<file path="src/design/fspc_pkg.sv">
// Shared types, constants and codes for the fan speed PID controller.
`default_nettype none
package fspc_pkg;

	localparam int unsigned RpmNumerator = 5000000;
	localparam int unsigned AlphaOne     = 65536;
	localparam int unsigned DutyMax      = 1000;

	localparam int unsigned CfgIdxW = 3;

	typedef enum logic [CfgIdxW-1:0] {
		REG_SETPOINT_RPM = 3'd0,
		REG_FILTER_ALPHA = 3'd1,
		REG_GAIN_P       = 3'd2,
		REG_GAIN_I       = 3'd3,
		REG_GAIN_D       = 3'd4,
		REG_STALL_RPM    = 3'd5,
		REG_STALL_TICKS  = 3'd6
	} reg_idx_t;

	typedef enum logic [3:0] {
		ST_IDLE,
		ST_DIV,
		ST_FILT_MUL,
		ST_FILT_UPD,
		ST_ERR,
		ST_MUL_P,
		ST_MUL_I,
		ST_MUL_D,
		ST_DUTY,
		ST_OUT
	} state_t;

	typedef struct packed {
		logic load;      // capture input period, start divider
		logic div_step;  // one quotient bit
		logic filt_mul;  // alpha times difference
		logic filt_upd;  // update filter value
		logic err;       // error, integral, derivative, stall counter
		logic mul_p;
		logic mul_i;
		logic mul_d;
		logic duty;      // clamp and load output register
	} cmd_t;

	typedef struct packed {
		logic div_done;
	} status_t;

	typedef struct packed {
		logic [15:0] setpoint_rpm;
		logic [16:0] filter_alpha;
		logic [15:0] gain_p;
		logic [15:0] gain_i;
		logic [15:0] gain_d;
		logic [15:0] stall_rpm;
		logic [15:0] stall_ticks;
	} cfg_t;

endpackage
`default_nettype wire

</file>
<file path="src/design/fspc_if.sv">
// Valid/ready channel interfaces for input, output and configuration.
`default_nettype none
interface fspc_in_if;
	logic        valid;
	logic        ready;
	logic [15:0] period_us;
	modport source (output valid, output period_us, input ready);
	modport sink (input valid, input period_us, output ready);
endinterface

interface fspc_out_if;
	logic        valid;
	logic        ready;
	logic [9:0]  duty;
	logic [13:0] compare_value;
	logic [22:0] speed_rpm;
	logic        stall_fault;
	modport source (output valid, output duty, output compare_value, output speed_rpm,
		output stall_fault, input ready);
	modport sink (input valid, input duty, input compare_value, input speed_rpm,
		input stall_fault, output ready);
endinterface

interface fspc_cfg_if;
	logic        valid;
	logic        ready;
	logic [2:0]  index;
	logic [16:0] data;
	modport source (output valid, output index, output data, input ready);
	modport sink (input valid, input index, input data, output ready);
endinterface
`default_nettype wire

</file>
<file path="src/design/fan_speed_pid_controller.sv">
// Top level of the fan speed PID controller.
// The in channel carries one tach period per control tick (0 = timeout).
// The out channel returns one result per tick: duty, compare value,
// filtered speed and the stall fault flag.
// The cfg channel writes registers by index 0..6 and is always ready;
// writes must be made only while the block is idle; the block does not enforce it.
// A tick runs the bit-serial 5000000/period divider (23 quotient bits and a
// done check), then filter multiply and update, error, three passes through
// the shared gain multiplier, a check of the output register and the clamp.
// The block works on one tick at a time, so a new period is taken only once
// the previous result has been loaded into the output register.
// While the receiver stalls, the result holds in the output register and the
// next tick completes up to the point of loading it.
// Reset restores the default registers, clears filter and PID state and
// loads the stall counter with 100.
`default_nettype none
module fan_speed_pid_controller (
	input  wire logic   clk,
	input  wire logic   arst_n,
	fspc_in_if.sink     in_ch,
	fspc_out_if.source  out_ch,
	fspc_cfg_if.sink    cfg_ch
);
	import fspc_pkg::*;

	cmd_t    cmd;
	status_t status;
	cfg_t    cfg;
	logic    out_busy;

	fspc_cfg u_cfg (.clk, .arst_n, .cfg_ch, .cfg);

	fspc_ctrl u_ctrl (
		.clk, .arst_n,
		.in_valid(in_ch.valid), .in_ready(in_ch.ready),
		.out_busy, .status, .cmd
	);

	fspc_dp u_dp (
		.clk, .arst_n, .cmd, .cfg,
		.period_us(in_ch.period_us),
		.status, .out_busy, .out_ch
	);
endmodule
`default_nettype wire

</file>
<file path="src/design/fspc_ctrl.sv">
// Sequencer that steps the datapath through one control tick.
`default_nettype none
module fspc_ctrl (
	input  wire logic              clk,
	input  wire logic              arst_n,
	input  wire logic              in_valid,
	output logic                   in_ready,
	input  wire logic              out_busy,
	input  wire fspc_pkg::status_t status,
	output fspc_pkg::cmd_t         cmd
);
	import fspc_pkg::*;

	state_t state_q, state_d;

	always_ff @(posedge clk or negedge arst_n) begin
		if (!arst_n) state_q <= ST_IDLE;
		else state_q <= state_d;
	end

	always_comb begin
		state_d = state_q;
		unique case (state_q)
			ST_IDLE:     if (in_valid) state_d = ST_DIV;
			ST_DIV:      if (status.div_done) state_d = ST_FILT_MUL;
			ST_FILT_MUL: state_d = ST_FILT_UPD;
			ST_FILT_UPD: state_d = ST_ERR;
			ST_ERR:      state_d = ST_MUL_P;
			ST_MUL_P:    state_d = ST_MUL_I;
			ST_MUL_I:    state_d = ST_MUL_D;
			ST_MUL_D:    state_d = ST_OUT;
			ST_OUT:      if (!out_busy) state_d = ST_DUTY;
			ST_DUTY:     state_d = ST_IDLE;
			default:     state_d = ST_IDLE;
		endcase
	end

	always_comb begin
		cmd = '0;
		in_ready = 1'b0;
		unique case (state_q)
			ST_IDLE: begin
				in_ready = 1'b1;
				cmd.load = in_valid;
			end
			ST_DIV:      cmd.div_step = 1'b1;
			ST_FILT_MUL: cmd.filt_mul = 1'b1;
			ST_FILT_UPD: cmd.filt_upd = 1'b1;
			ST_ERR:      cmd.err = 1'b1;
			ST_MUL_P:    cmd.mul_p = 1'b1;
			ST_MUL_I:    cmd.mul_i = 1'b1;
			ST_MUL_D:    cmd.mul_d = 1'b1;
			ST_DUTY:     cmd.duty = 1'b1;
			default:     cmd = '0;
		endcase
	end
endmodule
`default_nettype wire

</file>
<file path="src/design/fspc_dp.sv">
// Datapath: divider, filter, stall counter, PID accumulator and output register.
`default_nettype none
module fspc_dp (
	input  wire logic              clk,
	input  wire logic              arst_n,
	input  wire fspc_pkg::cmd_t    cmd,
	input  wire fspc_pkg::cfg_t    cfg,
	input  wire logic [15:0]       period_us,
	output fspc_pkg::status_t      status,
	output logic                   out_busy,
	fspc_out_if.source             out_ch
);
	import fspc_pkg::*;

	// Restoring divider, one quotient bit per cycle.
	logic [22:0] quo_q;
	logic [15:0] rem_q;
	logic [15:0] div_q;
	logic [4:0]  cnt_q;
	logic        zero_q;
	logic [16:0] trial;
	logic [22:0] num;

	assign num = 23'(RpmNumerator);
	assign trial = {rem_q, quo_q[22]} - {1'b0, div_q};
	assign status.div_done = (cnt_q == 5'd0);

	always_ff @(posedge clk) begin
		if (cmd.load) begin
			quo_q  <= num;
			rem_q  <= '0;
			div_q  <= period_us;
			cnt_q  <= 5'd23;
			zero_q <= (period_us == 16'd0);
		end else if (cmd.div_step && cnt_q != 5'd0) begin
			cnt_q <= cnt_q - 5'd1;
			if (!trial[16]) begin
				rem_q <= trial[15:0];
				quo_q <= {quo_q[21:0], 1'b1};
			end else begin
				rem_q <= {rem_q[14:0], quo_q[22]};
				quo_q <= {quo_q[21:0], 1'b0};
			end
		end
	end

	logic [22:0] raw;
	assign raw = zero_q ? 23'd0 : quo_q;

	// Filter state in Q16; 40 bits hold the largest raw speed.
	logic [39:0] filt_q;
	logic        primed_q;
	logic [40:0] diff;
	logic [39:0] fbase;
	logic        neg;
	logic [39:0] mag;
	logic [16:0] alpha;
	logic [56:0] prod_s1;
	logic        neg_s1;
	logic [40:0] step;

	assign fbase = primed_q ? filt_q : {1'b0, raw, 16'd0};
	assign diff  = {2'b0, raw, 16'd0} - {1'b0, fbase};
	assign neg   = diff[40];
	assign mag   = neg ? 40'(-diff) : diff[39:0];
	assign alpha = (cfg.filter_alpha > 17'(AlphaOne)) ? 17'(AlphaOne) : cfg.filter_alpha;
	assign step  = 41'((prod_s1 + 57'(neg_s1 ? 65535 : 0)) >> 16);

	logic [15:0] stall_q;
	logic        fault_q;
	logic [22:0] speed;
	assign speed = filt_q[38:16];

	always_ff @(posedge clk or negedge arst_n) begin
		if (!arst_n) begin
			primed_q <= 1'b0;
			filt_q   <= '0;
			stall_q  <= 16'd100;
		end else begin
			if (cmd.filt_mul && !primed_q) begin
				primed_q <= 1'b1;
				filt_q   <= fbase;
			end
			if (cmd.filt_upd) begin
				if (neg_s1) filt_q <= filt_q - step[39:0];
				else filt_q <= filt_q + step[39:0];
			end
			if (cmd.err) begin
				if (cfg.setpoint_rpm != 16'd0 && speed < 23'(cfg.stall_rpm)) begin
					if (stall_q != 16'd0) stall_q <= stall_q - 16'd1;
				end else begin
					stall_q <= cfg.stall_ticks;
				end
			end
		end
	end

	always_ff @(posedge clk) begin
		if (cmd.filt_mul) begin
			prod_s1 <= 57'(alpha) * 57'(mag);
			neg_s1  <= neg;
		end
		if (cmd.err)
			fault_q <= cfg.setpoint_rpm != 16'd0 && speed < 23'(cfg.stall_rpm)
				&& stall_q == 16'd1;
	end

	// PID terms; the error fits in 24 bits signed.
	logic signed [31:0] integ_q;
	logic signed [23:0] perr_q;
	logic signed [23:0] err_q;
	logic signed [24:0] deriv_q;
	logic signed [23:0] err_c;
	logic signed [32:0] isum;
	logic signed [31:0] isat;

	assign err_c = $signed({8'd0, cfg.setpoint_rpm}) - $signed({1'b0, speed});
	assign isum  = 33'(integ_q) + 33'(err_c);
	assign isat  = (isum > 33'sh07FFFFFFF) ? 32'sh7FFFFFFF :
		(isum < -33'sh080000000) ? 32'sh80000000 : isum[31:0];

	always_ff @(posedge clk or negedge arst_n) begin
		if (!arst_n) begin
			integ_q <= '0;
			perr_q  <= '0;
		end else if (cmd.err) begin
			integ_q <= isat;
			perr_q  <= err_c;
		end
	end

	// One shared 17x33 signed multiplier, accumulated over the P, I and D passes.
	logic signed [32:0] mop;
	logic signed [16:0] gop;
	logic signed [49:0] mprod;
	logic signed [51:0] acc_q;

	always_comb begin
		mop = 33'(err_q);
		gop = $signed({1'b0, cfg.gain_p});
		if (cmd.mul_i) begin
			mop = 33'(integ_q);
			gop = $signed({1'b0, cfg.gain_i});
		end else if (cmd.mul_d) begin
			mop = 33'(deriv_q);
			gop = $signed({1'b0, cfg.gain_d});
		end
	end
	assign mprod = 50'(mop) * 50'(gop);

	always_ff @(posedge clk) begin
		if (cmd.err) begin
			err_q   <= err_c;
			deriv_q <= 25'(err_c) - 25'(perr_q);
			acc_q   <= '0;
		end
		if (cmd.mul_p || cmd.mul_i || cmd.mul_d)
			acc_q <= acc_q + 52'(mprod);
	end

	logic [9:0]  duty_c;
	logic [39:0] q;
	assign q = 40'(acc_q >>> 12);
	always_comb begin
		if (acc_q < 0) duty_c = '0;
		else if (acc_q[51:12] > 40'(DutyMax)) duty_c = 10'(DutyMax);
		else duty_c = q[9:0];
	end

	// Output register; a finished result waits here for transfer.
	logic ov_q;
	always_ff @(posedge clk or negedge arst_n) begin
		if (!arst_n) ov_q <= 1'b0;
		else if (cmd.duty) ov_q <= 1'b1;
		else if (out_ch.ready) ov_q <= 1'b0;
	end

	always_ff @(posedge clk) begin
		if (cmd.duty) begin
			out_ch.duty          <= duty_c;
			out_ch.compare_value <= {duty_c, 4'd0};
			out_ch.speed_rpm     <= speed;
			out_ch.stall_fault   <= fault_q;
		end
	end

	assign out_ch.valid = ov_q;
	assign out_busy = ov_q && !out_ch.ready;
endmodule
`default_nettype wire

</file>
<file path="src/design/fspc_cfg.sv">
// Configuration register file.
`default_nettype none
module fspc_cfg (
	input  wire logic       clk,
	input  wire logic       arst_n,
	fspc_cfg_if.sink        cfg_ch,
	output fspc_pkg::cfg_t  cfg
);
	import fspc_pkg::*;

	assign cfg_ch.ready = 1'b1;

	always_ff @(posedge clk or negedge arst_n) begin
		if (!arst_n) begin
			cfg.setpoint_rpm <= 16'd0;
			cfg.filter_alpha <= 17'd13166;
			cfg.gain_p       <= 16'd1638;
			cfg.gain_i       <= 16'd205;
			cfg.gain_d       <= 16'd0;
			cfg.stall_rpm    <= 16'd400;
			cfg.stall_ticks  <= 16'd100;
		end else if (cfg_ch.valid) begin
			unique case (cfg_ch.index)
				REG_SETPOINT_RPM: cfg.setpoint_rpm <= cfg_ch.data[15:0];
				REG_FILTER_ALPHA: cfg.filter_alpha <= cfg_ch.data;
				REG_GAIN_P:       cfg.gain_p       <= cfg_ch.data[15:0];
				REG_GAIN_I:       cfg.gain_i       <= cfg_ch.data[15:0];
				REG_GAIN_D:       cfg.gain_d       <= cfg_ch.data[15:0];
				REG_STALL_RPM:    cfg.stall_rpm    <= cfg_ch.data[15:0];
				REG_STALL_TICKS:  cfg.stall_ticks  <= cfg_ch.data[15:0];
				default: ;
			endcase
		end
	end
endmodule
`default_nettype wire

</file>
<file path="src/flat_wrapper.sv">
// flat-port wrapper written by rule: the top's interface ports become plain ports
module fan_speed_pid_controller_flat import fspc_pkg::*;
  (clk, arst_n, in_ch_valid, in_ch_period_us, in_ch_ready, out_ch_valid, out_ch_duty, out_ch_compare_value, out_ch_speed_rpm, out_ch_stall_fault, out_ch_ready, cfg_ch_valid, cfg_ch_index, cfg_ch_data, cfg_ch_ready);
  fspc_in_if in_ch_i ();
  fspc_out_if out_ch_i ();
  fspc_cfg_if cfg_ch_i ();
  input  wire logic clk;
  input  wire logic arst_n;
  input wire logic [$bits(in_ch_i.valid)-1:0] in_ch_valid;
  input wire logic [$bits(in_ch_i.period_us)-1:0] in_ch_period_us;
  output wire logic [$bits(in_ch_i.ready)-1:0] in_ch_ready;
  output wire logic [$bits(out_ch_i.valid)-1:0] out_ch_valid;
  output wire logic [$bits(out_ch_i.duty)-1:0] out_ch_duty;
  output wire logic [$bits(out_ch_i.compare_value)-1:0] out_ch_compare_value;
  output wire logic [$bits(out_ch_i.speed_rpm)-1:0] out_ch_speed_rpm;
  output wire logic [$bits(out_ch_i.stall_fault)-1:0] out_ch_stall_fault;
  input wire logic [$bits(out_ch_i.ready)-1:0] out_ch_ready;
  input wire logic [$bits(cfg_ch_i.valid)-1:0] cfg_ch_valid;
  input wire logic [$bits(cfg_ch_i.index)-1:0] cfg_ch_index;
  input wire logic [$bits(cfg_ch_i.data)-1:0] cfg_ch_data;
  output wire logic [$bits(cfg_ch_i.ready)-1:0] cfg_ch_ready;
  assign in_ch_i.valid = in_ch_valid;
  assign in_ch_i.period_us = in_ch_period_us;
  assign in_ch_ready = in_ch_i.ready;
  assign out_ch_valid = out_ch_i.valid;
  assign out_ch_duty = out_ch_i.duty;
  assign out_ch_compare_value = out_ch_i.compare_value;
  assign out_ch_speed_rpm = out_ch_i.speed_rpm;
  assign out_ch_stall_fault = out_ch_i.stall_fault;
  assign out_ch_i.ready = out_ch_ready;
  assign cfg_ch_i.valid = cfg_ch_valid;
  assign cfg_ch_i.index = cfg_ch_index;
  assign cfg_ch_i.data = cfg_ch_data;
  assign cfg_ch_ready = cfg_ch_i.ready;
  fan_speed_pid_controller u_core (.clk(clk), .arst_n(arst_n), .in_ch(in_ch_i), .out_ch(out_ch_i), .cfg_ch(cfg_ch_i));
endmodule
</file>
<file path="config.mk">
export PLATFORM = sky130hd
export DESIGN_NAME = fan_speed_pid_controller_flat
export DESIGN_NICKNAME = d
export VERILOG_FILES = /design/src/design/fspc_pkg.sv /design/src/design/fspc_if.sv /design/src/design/fan_speed_pid_controller.sv /design/src/design/fspc_ctrl.sv /design/src/design/fspc_dp.sv /design/src/design/fspc_cfg.sv /design/src/flat_wrapper.sv
export SDC_FILE = /design/constraint.sdc
export NUM_CORES = 2
export LEC_CHECK = 0
export BUFFER_PORTS_ARGS = -buffer_cell sky130_fd_sc_hd__buf_2
export CAP_MARGIN = 20
export CORE_MARGIN = 3
export CORE_UTILIZATION = 65
export DETAILED_ROUTE_END_ITERATION = 7
export GPL_TIMING_DRIVEN = 0
export PLACE_DENSITY = 0.82
export SETUP_SLACK_MARGIN = 0.5
export SYNTH_ARGS = -nofsm -noshare
export SYNTH_HDL_FRONTEND = slang
export SYNTH_SLANG_ARGS = --single-unit
</file>
<file path="constraint.sdc">
create_clock -name clk -period 33.4 [get_ports clk]
set_clock_uncertainty 0.15 [all_clocks]
set_input_delay 3.34 -clock clk [delete_from_list [all_inputs] [get_ports clk]]
set_output_delay 3.34 -clock clk [all_outputs]
set_load 0.05 [all_outputs]
</file>
==> results.yml <==
sta:
  finalSetupViolCount: 0
  period_minus_slack_ns: 16.35
  rsz0062_at_grt: "false"
  setup-tns-final_ns: 0
  hold_viol: 0
  tightest_slew_ns: 1.31
  hold-worst-slack_ns: 0.314
  period_share: 0.490
  max_freq_mhz: 61.1
  maxSlewViolCount: 0
  timing.slew.headroom: 0.120
logic_synthesis:
  yosysTopAreaCell: "fa_1"
  seq_area_frac_synth: 0.183
  synth.avg_cell_area_sq_um: 9.01
  async_flop_share: 0.476
  yosysMostFrequentCell: "inv_1"
  netlist.area_leader.share: 0.321
  syn_area_sq_mm: 0.0709
  netlist_top_cells_area: "fa_1, edfxtp_1, inv_1, ha_1, dfrtp_1"
  synth.cells.most_frequent: "inv_1, fa_1, nand2_1"
  yosys_warnings: 0
  synth-seq-cells: 485
  synth_ff_type: "edfxtp_1"
  syn_inst: 7865
  synth_edf_count: 210
  yosysUniqueCellTypes: 96
cells_and_area:
  area_delta_synth_final_pct: 6.59
  final_nets: 9651
  layout-drive-gt1-share: 0.0570
  final_area_sq_mm: 0.0756
worst_setup_path:
  crit_fanout: 10
  max_stage_delay_ns: 0.96
  slowest_stage: "xnor2_1"
  crit_top_cell: "fa_1"
  crit_family: "compound AO/OA/AOI/OAI gates"
  path_depth: 46
  endpoint_kind: "register"
  critical_path_class: "register to register"
  startpoint_type: "register"
  required_ns: 33.66
  worstPathArrival_ns: 16.61
  cp_num_buf_inv: 12
  reg2reg_slack_ns: 17.05
  rr_worst_depth: 46
clock_network:
  numCtsBuffers: 55
  cts.sinks: 485
  cts_tree: "done"
  clk_transition_reported_paths_ns: 0.06
  cts-root-buf: "clkbuf_16"
  cts-resized-gates: 0
  ctsHoldBuffers: 0
  insertion_delay_ns: 0.68
  clk_path_buf_depth: 3
  htree_levels: 2
  post_cts_buffers: 0
floorplanning:
  die_area_sq_mm: 0.113
  initial_utilization: 0.659
  die_y_um: 336
  core_region_area_sq_mm: 0.108
  pin_count: 92
  rows: 120
  die_w_um: 336
routing:
  dr.pass1.iters: 8
  totalWireLength_um: 209000
  routed_via_density: 6.02
  drcViolationCount: 0
  wire_per_inst_um: 22.0
  drtIter0Drc: 5163
  antenna_left: 0
  vias: 57200
global_route:
  grt_pass1_vias: 59300
  antenna_found_initial: 5
  grt_max_degree: 124
  grt_first_pass_wirelength_um: 328000
  grt_usage: 0.379
  grt-ovfl-total: 0
worst_hold_path:
  hp-class: "register to register"
  worstHoldPathCells: 2
flow_run:
  cap_violations: 0
placed_design:
  placed_area_sq_mm: 0.0735
  place_hpwl_um: 172000
  globalplace.congestion: 1.02
  port_buffers: 84
outcome:
  run_status: "completed"
## final cells by class
class | count | area [sq um]
inverters | 1450 | 5440
clock buffers | 75 | 1610
clock inverters | 29 | 377
well taps | 1403 | 1760
repair buffers | 119 | 885
plain buffers | 344 | 1400
multi-input cells | 5589 | 51100
flip-flops and latches | 485 | 13000
fillers | 8193 | 32100
diodes | 4 | 10.0
## worst reg2reg max path, delay by kind of cell, from the launching register on
| family | cells | cell delay (ns) |
|---|---|---|
| fa+ha+maj | 8 | 3.67 |
| buf+inv | 12 | 3.77 |
| simple gates | 5 | 0.76 |
| flops | 1 | 0.39 |
| xor+xnor | 2 | 1.06 |
| compound gates | 19 | 6.29 |
## metal layers
metal,wire length [um],GRT usage,up-vias,part of all wire
met5,13,0,-,0.000062
li1,-,-,25200,-
met1,77000,0.472,28100,0.37
met4,16600,0.244,2,0.079
met2,94600,0.603,3129,0.45
met3,20500,0.0800,780,0.098
## through the flow
step | utilization | setup WS, ns | cells
CTS | 0.701 | 17.59 | 9490
finish | 0.702 | 17.05 | 9498
floorplan | - | 22.02 | 7868
global route | 0.702 | 16.47 | 9494
detailed placement | 0.683 | 17.66 | 9386
global placement | 0.679 | 17.54 | 9355
## registers in the layout (all words and copies together) (netlist names), 4 cells and up
register and cells:
u_core.u_dp.out_ch.duty 10, u_core.u_dp.cnt_q 5, u_core.u_cfg.cfg 113, u_core.u_dp.prod_s1 56, u_core.u_dp.integ_q 32, u_core.u_dp.quo_q 23
u_core.u_dp.err_q 24, u_core.u_dp.stall_q 16, u_core.u_dp.div_q 16, u_core.u_dp.deriv_q 25, u_core.u_dp.rem_q 16, u_core.u_ctrl.state_q 4
u_core.u_dp.acc_q 52, u_core.u_dp.filt_q 40, u_core.u_dp.perr_q 24, u_core.u_dp.out_ch.speed_rpm 23
## cells in the final DEF (no fill, tap or decap), types with 106 or more instances in the layout
cell	n
and2_1	175
ha_1	428
mux2_2	121
edfxtp_1	210
xor2_1	118
fa_1	1138
inv_1	1445
a21o_1	124
dfrtp_1	202
nand3_1	106
xnor2_1	220
nand2_1	1130
clkbuf_1	286
o21ai_0	242
nor2_1	549
a21oi_1	291
## logic make-up (layout without fill, tap and decap cells)
| family | count (synthesis) | in the layout | share of synthesized area |
|---|---|---|---|
| other | 2 | 9 | 0.000106 |
| multiplexers | 199 | 199 | 0.0302 |
| adder cells (fa/ha/maj) | 1590 | 1590 | 0.400 |
| buffers and inverters | 1794 | 2017 | 0.0964 |
| AO/OA/AOI/OAI | 1073 | 1073 | 0.0970 |
| AND/OR/NAND/NOR | 2379 | 2379 | 0.149 |
| XOR/XNOR | 343 | 343 | 0.0431 |
| flip-flops | 485 | 485 | 0.183 |
## path summary, 6_finish.rpt
| kind | startpoint | end |
|---|---|---|
| worst min-delay path | u_core.u_dp.quo_q[14] | u_core.u_dp.quo_q[15] |
| min in group asynchronous | arst_n | u_core.u_dp.out_ch.valid |
| worst min register to register | u_core.u_dp.quo_q[14] | u_core.u_dp.quo_q[15] |
| max in group asynchronous | arst_n | u_core.u_cfg.cfg[34] |
| worst max-delay path | u_core.u_dp.primed_q | u_core.u_dp.prod_s1[52] |
| worst max register to register | u_core.u_dp.primed_q | u_core.u_dp.prod_s1[52] |
Power is not shown: default switching activity piles up to over one toggle a cycle in this logic, so the estimate is an artifact.
